File: src/rtl/csps_pkg.sv
package csps_pkg;

  // Fixed-point format of terms and sums
  localparam int FRACTION_BITS = 16;

  // Term magnitude is saturated to 2^31-1, so 31 bits hold it
  localparam int TERM_WIDTH   = 31;
  localparam int SQUARE_WIDTH = 7;
  localparam int PROD_WIDTH   = TERM_WIDTH + SQUARE_WIDTH;
  localparam int DIV_WIDTH    = 9;
  localparam int COUNT_WIDTH  = $clog2(PROD_WIDTH);

  localparam int MAX_INDEX  = 9;
  localparam int SQUARE_MAX = 127;

  localparam logic [TERM_WIDTH-1:0] TERM_ONE = TERM_WIDTH'(64'd1 << FRACTION_BITS);
  localparam logic [TERM_WIDTH-1:0] TERM_MAX = '1;

  typedef enum logic [2:0] {
    S_IDLE,
    S_MUL,
    S_DIV,
    S_ACC,
    S_OUT
  } state_t;

  typedef struct packed {
    logic load;
    logic mul;
    logic div_step;
    logic acc;
  } csps_cmd_t;

  typedef struct packed {
    logic is_last;
  } csps_status_t;

endpackage

File: src/rtl/cosine_series_partial_sums_top.sv
// The first result (k = 0) is presented in the cycle after the item is accepted.
// Each further partial sum is computed only once the previous one is taken:
// 1 multiply, 38 restoring-division steps (one quotient bit each), 1 accumulate.
// The serial divider dominates how long an item occupies the block.
// One item in flight at a time.
// Reset: synchronous active-high rst returns the controller to idle, no result pending.
module cosine_series_partial_sums_top import csps_pkg::*; (
  input  logic               clk,
  input  logic               rst,
  input  logic               in_valid,
  output logic               in_ready,
  input  logic [3:0]         argument,
  input  logic [3:0]         term_count,
  output logic               out_valid,
  input  logic               out_ready,
  output logic signed [31:0] partial_sum,
  output logic [3:0]         term_index,
  output logic               last
);

  // Controller sequences load -> out, then (mul -> div x38 -> acc -> out) per further term;
  // the datapath holds x^2, n, k, the current term magnitude and the sum.
  csps_cmd_t    cmd;
  csps_status_t status;

  csps_controller u_ctrl (
    .clk       (clk),
    .rst       (rst),
    .in_valid  (in_valid),
    .in_ready  (in_ready),
    .out_valid (out_valid),
    .out_ready (out_ready),
    .status    (status),
    .cmd       (cmd)
  );

  // Sum register doubles as the output register: it only changes in load and acc,
  // neither of which happens while a result is presented.
  csps_datapath u_dp (
    .clk         (clk),
    .cmd         (cmd),
    .argument    (argument),
    .term_count  (term_count),
    .status      (status),
    .partial_sum (partial_sum),
    .term_index  (term_index)
  );

  // final item of the series: k has reached the clamped term count
  assign last = status.is_last;

endmodule

File: src/rtl/csps_datapath.sv
module csps_datapath import csps_pkg::*; (
  input  logic               clk,
  input  csps_cmd_t          cmd,
  input  logic [3:0]         argument,
  input  logic [3:0]         term_count,
  output csps_status_t       status,
  output logic signed [31:0] partial_sum,
  output logic [3:0]         term_index
);

  logic [TERM_WIDTH-1:0]   term;
  logic signed [31:0]      sum;
  logic [3:0]              k;
  logic [SQUARE_WIDTH-1:0] square;
  logic [3:0]              count_held;
  logic [PROD_WIDTH-1:0]   quo;
  logic [DIV_WIDTH-1:0]    rem;
  logic [DIV_WIDTH-1:0]    divisor;

  logic [7:0]              sq_full;
  logic [3:0]              k_inc;
  logic [4:0]              two_k;
  logic [9:0]              div_full;
  logic [DIV_WIDTH:0]      rem_shift;
  logic                    q_bit;
  logic [TERM_WIDTH-1:0]   mag;
  logic signed [32:0]      sum_wide;
  logic signed [31:0]      sum_sat;

  assign sq_full  = {4'd0, argument} * {4'd0, argument};
  assign k_inc    = k + 4'd1;
  assign two_k    = {k_inc, 1'b0};
  assign div_full = {5'd0, two_k - 5'd1} * {5'd0, two_k};

  // restoring division, one quotient bit per step; quotient shifts into quo
  assign rem_shift = {rem, quo[PROD_WIDTH-1]};
  assign q_bit     = (rem_shift >= {1'b0, divisor});

  assign mag = (quo[PROD_WIDTH-1:TERM_WIDTH] != '0) ? TERM_MAX : quo[TERM_WIDTH-1:0];

  always_comb begin
    if (k[0]) begin
      sum_wide = {sum[31], sum} - $signed({2'b00, mag});
    end else begin
      sum_wide = {sum[31], sum} + $signed({2'b00, mag});
    end
    if (sum_wide[32] != sum_wide[31]) begin
      sum_sat = sum_wide[32] ? 32'sh8000_0000 : 32'sh7fff_ffff;
    end else begin
      sum_sat = sum_wide[31:0];
    end
  end

  always_ff @(posedge clk) begin
    if (cmd.load) begin
      square     <= (sq_full > 8'(SQUARE_MAX)) ? SQUARE_WIDTH'(SQUARE_MAX)
                                               : sq_full[SQUARE_WIDTH-1:0];
      count_held <= (term_count > 4'(MAX_INDEX)) ? 4'(MAX_INDEX) : term_count;
      k          <= '0;
      term       <= TERM_ONE;
      sum        <= 32'({1'b0, TERM_ONE});
    end
    if (cmd.mul) begin
      quo     <= {{SQUARE_WIDTH{1'b0}}, term} * {{TERM_WIDTH{1'b0}}, square};
      rem     <= '0;
      divisor <= div_full[DIV_WIDTH-1:0];
      k       <= k_inc;
    end
    if (cmd.div_step) begin
      rem <= q_bit ? DIV_WIDTH'(rem_shift - {1'b0, divisor}) : rem_shift[DIV_WIDTH-1:0];
      quo <= {quo[PROD_WIDTH-2:0], q_bit};
    end
    if (cmd.acc) begin
      term <= mag;
      sum  <= sum_sat;
    end
  end

  assign status.is_last = (k == count_held);
  assign partial_sum    = sum;
  assign term_index     = k;

endmodule

File: src/rtl/csps_controller.sv
module csps_controller import csps_pkg::*; (
  input  logic         clk,
  input  logic         rst,
  input  logic         in_valid,
  output logic         in_ready,
  output logic         out_valid,
  input  logic         out_ready,
  input  csps_status_t status,
  output csps_cmd_t    cmd
);

  state_t                 state, state_next;
  logic [COUNT_WIDTH-1:0] count, count_next;

  always_ff @(posedge clk) begin
    if (rst) begin
      state <= S_IDLE;
      count <= '0;
    end else begin
      state <= state_next;
      count <= count_next;
    end
  end

  always_comb begin
    state_next = state;
    count_next = count;
    cmd        = '0;
    in_ready   = 1'b0;
    out_valid  = 1'b0;
    unique case (state)
      S_IDLE: begin
        in_ready = 1'b1;
        if (in_valid) begin
          cmd.load   = 1'b1;
          state_next = S_OUT;
        end
      end
      S_MUL: begin
        cmd.mul    = 1'b1;
        count_next = '0;
        state_next = S_DIV;
      end
      S_DIV: begin
        cmd.div_step = 1'b1;
        count_next   = count + 1'b1;
        if (count == COUNT_WIDTH'(PROD_WIDTH - 1)) begin
          state_next = S_ACC;
        end
      end
      S_ACC: begin
        cmd.acc    = 1'b1;
        state_next = S_OUT;
      end
      S_OUT: begin
        out_valid = 1'b1;
        if (out_ready) begin
          state_next = status.is_last ? S_IDLE : S_MUL;
        end
      end
      default: state_next = S_IDLE;
    endcase
  end

  a_ready_excl: assert property (@(posedge clk) disable iff (rst)
    in_ready |-> !out_valid) else $error("ready while a result is pending");

  a_load_result: assert property (@(posedge clk) disable iff (rst)
    (in_valid && in_ready) |=> out_valid) else $error("first result not presented");

  a_div_end: assert property (@(posedge clk) disable iff (rst)
    (state == S_DIV && count == COUNT_WIDTH'(PROD_WIDTH - 1)) |=> cmd.acc)
    else $error("division did not end in accumulate");

  a_acc_result: assert property (@(posedge clk) disable iff (rst)
    cmd.acc |=> out_valid) else $error("accumulate not followed by result");

endmodule

File: config.mk
export PLATFORM = sky130hd
export DESIGN_NAME = cosine_series_partial_sums_top
export DESIGN_NICKNAME = d
export VERILOG_FILES = /design/src/rtl/csps_pkg.sv /design/src/rtl/cosine_series_partial_sums_top.sv /design/src/rtl/csps_datapath.sv /design/src/rtl/csps_controller.sv
export SDC_FILE = /design/constraint.sdc
export NUM_CORES = 1
export LEC_CHECK = 0
export BUFFER_PORTS_ARGS = -buffer_cell sky130_fd_sc_hd__clkbuf_2
export CORE_ASPECT_RATIO = 1.25
export CORE_UTILIZATION = 51
export DETAILED_ROUTE_END_ITERATION = 8
export PLACE_DENSITY = 0.7
export SYNTH_ARGS = -nofsm -noshare
export SYNTH_HDL_FRONTEND = slang
export SYNTH_SLANG_ARGS = --single-unit
File: constraint.sdc
create_clock -name clk -period 13.35 [get_ports clk]
set_input_delay 2.0025 -clock clk [delete_from_list [all_inputs] [get_ports clk]]
set_output_delay 2.0025 -clock clk [all_outputs]
set_load 0.01 [all_outputs]
==> impl_summary.md <==
Synth
Synthesis produced a netlist with a net count of 2,007. For this run, the leading register cell type out of synthesis is sky130_fd_sc_hd__edfxtp_1. The number of enable-type register cells in the synthesized netlist is 133. Summing the sequential cell areas from Yosys gives 26.4% of the chip area.

Summing every instance area after synthesis gives 0.0158 mm2. Yosys printed 0 warnings. The gate count after technology mapping is 1,726. The synthesized flop and latch total is 142. The mean cell area of the mapped netlist is 9.15 um2. The fraction of registers with async set or reset after synthesis is 0%. The number of unique standard cell types used by synthesis is 72.

CTS
Buffers added to address setup during post-CTS repair amount to 0. TritonCTS built the clock tree. The H-tree was split into 4 levels. The number of hold buffers added after CTS was 0. The tree is rooted in a sky130_fd_sc_hd__clkbuf_16. The count of cells resized by post-cts repair is 0. Clock latency on the worst-skew pair, taken at its later pin, is 450 ps. The total CTS buffers is 17. Counting every sink on the clock net gives 142.

The clock-pin slew of the registers on the worst-case setup and hold paths is 70 ps. No sink is reached through more buffers than the 2 on the longest clock path.

Floorplanning
The initial utilization of the core area, before any placement, comes to 52.1%. Measured along the x axis, the die boundary spans 159 um. The die covers 0.0317 mm2. The core box area is 0.0303 mm2. The total number of placement rows is 71.

The height of the die is 199 um. The I/O pin count is 51.

Setup path
The kind of end point of the critical path is a flip-flop. The kind of start point of the critical path is a flip-flop. The first element of the critical path is u_dp.quo[32].

The setup slack of the worst register-to-register path is 6340 ps. The launch instance of the worst register-to-register path is u_dp.quo[32]. In this run the worst path has a maximum fanout of 56.

The worst setup path is of the reg -> reg kind. At the worst endpoint, the arrival time is 7150 ps. The critical path required time is 13,490 ps.

Placed design
The post-placement worst setup slack is 6370 ps. The placer's final routability congestion estimate is 0.948. The total of buffers placed on input and output ports is 50. The detailed-placement wirelength estimate is 27,200 um.

STA
Setup slack closes at 6340 ps. For this run, the top clock speed supported by timing is 143 MHz. The number of pins with negative max-slew slack in the final report came to 0. The count of endpoints failing hold in the final timing report was 0. The worst path needs 7010 ps of the cycle, external delays included. The worst hold-check slack is 503 ps. The max-slew headroom at the worst pin is 20.8%. Setup repair after global routing left no endpoint under its margin. The slew at the pin closest to its max-slew limit is 1190 ps. On the final layout, the worst clock skew is 10.4 ps.

The final setup TNS is 0 ps. Of the available clock period, the critical path in the final layout requires 52.5%. The setup violation total in the final timing report is 0.

Global route
The largest net degree at the start of global routing is 64. The first global-routing pass estimated 60,100 um of wire. The initial antenna violation count is 0. Global routing finished with a remaining overflow of 0.

The via count of the first global-routing pass is 12,300. The total global routing track utilization is 23.5%.

Min path
The beginning of the worst hold path is u_ctrl.count[4]. The min-delay analysis places its worst path in the category reg -> reg.

Flow run
The reported max-cap violation count is 0.

Drt
The final route contains 12,100 vias. After detailed routing, the number of remaining DRC violations is 0. The first TritonRoute pass finished after 5 iterations.

The count of nets left with antenna violations once routing finished came out at 0. For this block, the routed nets add up to 35,200 um of wire. In the final routed layout, each cell accounts on average for 16.4 um. The routed via count divided by cell count is 5.61. The first routing iteration left 675 violations.

Cells and area
The post-synthesis to final-layout area growth is 6.91%. The number of antenna diodes in the final layout is 0. Fill cells in the final layout number 2,722.

Measured on the finished design, the core utilization comes to 55.8%. The fraction of layout instances using a drive strength above 1 is 6.68%. The layout net count is 2,019.

Status
The run finished with clean final reports.
-- metal layers --
layer	routed length [um]	GRT usage, %
met2	16600	39.2
met1	16000	31.3
met4	936	8.44
met3	1710	3.50
met5	0	0
-- cells by family after synthesis --
group / Yosys count / share of synthesized area [%]
compound gates: 361 / 13.9
buf+inv: 246 / 6.07
mux: 4 / 0.261
simple gates: 610 / 19.5
flops: 142 / 26.4
fa+ha+maj: 269 / 28.6
xor+xnor: 94 / 5.26
-- layout by cell type, fill, tap and decap left out, drive strengths merged, types with 4 or more instances in the layout --
master | Yosys | routed
inv | 182 | 192
ha | 116 | 116
or3 | 8 | 8
o31ai | 4 | 4
nor2b | 19 | 19
o21bai | 7 | 7
a31oi | 15 | 15
nor4 | 8 | 8
a211o | 5 | 5
edfxtp | 133 | 133
xor2 | 49 | 49
and2 | 170 | 170
dfxtp | 9 | 9
nand2 | 150 | 150
o21a | 16 | 16
and3 | 8 | 8
nand2b | 19 | 19
fa | 153 | 153
xnor2 | 45 | 45
o21ai | 107 | 107
nand4 | 12 | 12
clkbuf | 53 | 68
a21o | 39 | 39
nor3 | 28 | 28
o22ai | 8 | 8
nor2 | 147 | 147
a21oi | 117 | 117
a211oi | 12 | 12
nand3 | 21 | 21
a22oi | 4 | 4
or2 | 6 | 6
o211ai | 5 | 5
buf | 11 | 7
-- path summary, 6_finish.rpt --
check | endpoint | cells after the start
max reg2reg | u_dp.partial_sum[20] | 21
max | u_dp.partial_sum[20] | 21
min | u_ctrl.count[4] | 2
min reg2reg | u_ctrl.count[4] | 2
-- critical path: stages (launching register included) --
cell and delay [ps]:
sky130_fd_sc_hd__edfxtp_1 400, sky130_fd_sc_hd__nor4_1 470, sky130_fd_sc_hd__nand2_2 70, sky130_fd_sc_hd__buf_4 310, sky130_fd_sc_hd__nor2_1 330, sky130_fd_sc_hd__ha_1 220
sky130_fd_sc_hd__nand2b_1 100, sky130_fd_sc_hd__or3_4 370, sky130_fd_sc_hd__or4_4 460, sky130_fd_sc_hd__or3_1 350, sky130_fd_sc_hd__a211o_1 290, sky130_fd_sc_hd__o21ai_0 90
sky130_fd_sc_hd__ha_1 320, sky130_fd_sc_hd__nand2_1 80, sky130_fd_sc_hd__o21ai_0 90, sky130_fd_sc_hd__a221o_1 300, sky130_fd_sc_hd__a221oi_1 570, sky130_fd_sc_hd__o31ai_1 260
sky130_fd_sc_hd__a31oi_2 270, sky130_fd_sc_hd__xnor2_2 160, sky130_fd_sc_hd__o21ai_2 940, sky130_fd_sc_hd__o21ai_0 240
-- per-stage QoR --
stage / cells / area (um2)
2_1_floorplan: 1726 / 15800
3_3_place_gp: 2120 / 16300
3_5_place_dp: 2120 / 16300
4_1_cts: 2152 / 16900
5_1_grt: 2152 / 16900
6_report: 2152 / 16900
-- flip-flops by register name (all words and copies together) (netlist names) --
name,flops
u_ctrl.count,6
u_dp.rem,9
u_dp.partial_sum,32
u_dp.quo,38
u_dp.count_held,4
u_dp.term_index,4
u_dp.term,31
u_dp.divisor,8
u_dp.square,7
u_ctrl.state,3
-- cell usage after synthesis (all sizes together) (9+ instances only) --
cell type  count  area (um2)
a21oi        117         589
a31oi         15         100
fa           153        3060
xnor2         45         402
and2         170        1060
ha           116        1450
edfxtp       133        3990
nor3          28         140
inv          182         683
clkbuf        53         199
o21a          16         120
dfxtp          9         180
o21ai        107         543
nor2         147         552
xor2          49         429
nand2        150         563
a211oi        12        90.1
nand3         21         110
nor2b         19         119
buf           11        76.3
a21o          39         293
nand4         12        81.3
nand2b        19         119
-- area by class of cell --
| class | instances | area [um2] | share of cell area (%) |
|---|---|---|---|
| clock buffers | 18 | 429 | 2.54 |
| inverters | 182 | 683 | 4.05 |
| flip-flops and latches | 142 | 4170 | 24.7 |
| repair buffers | 57 | 303 | 1.79 |
| clock inverters | 14 | 120 | 0.711 |
| multi-input cells | 1338 | 10700 | 63.2 |
| well taps | 401 | 502 | 2.97 |
Power is left out: the tool's default activity adds up to more than one toggle a clock period on the data nets, which glitch-free logic cannot reach.
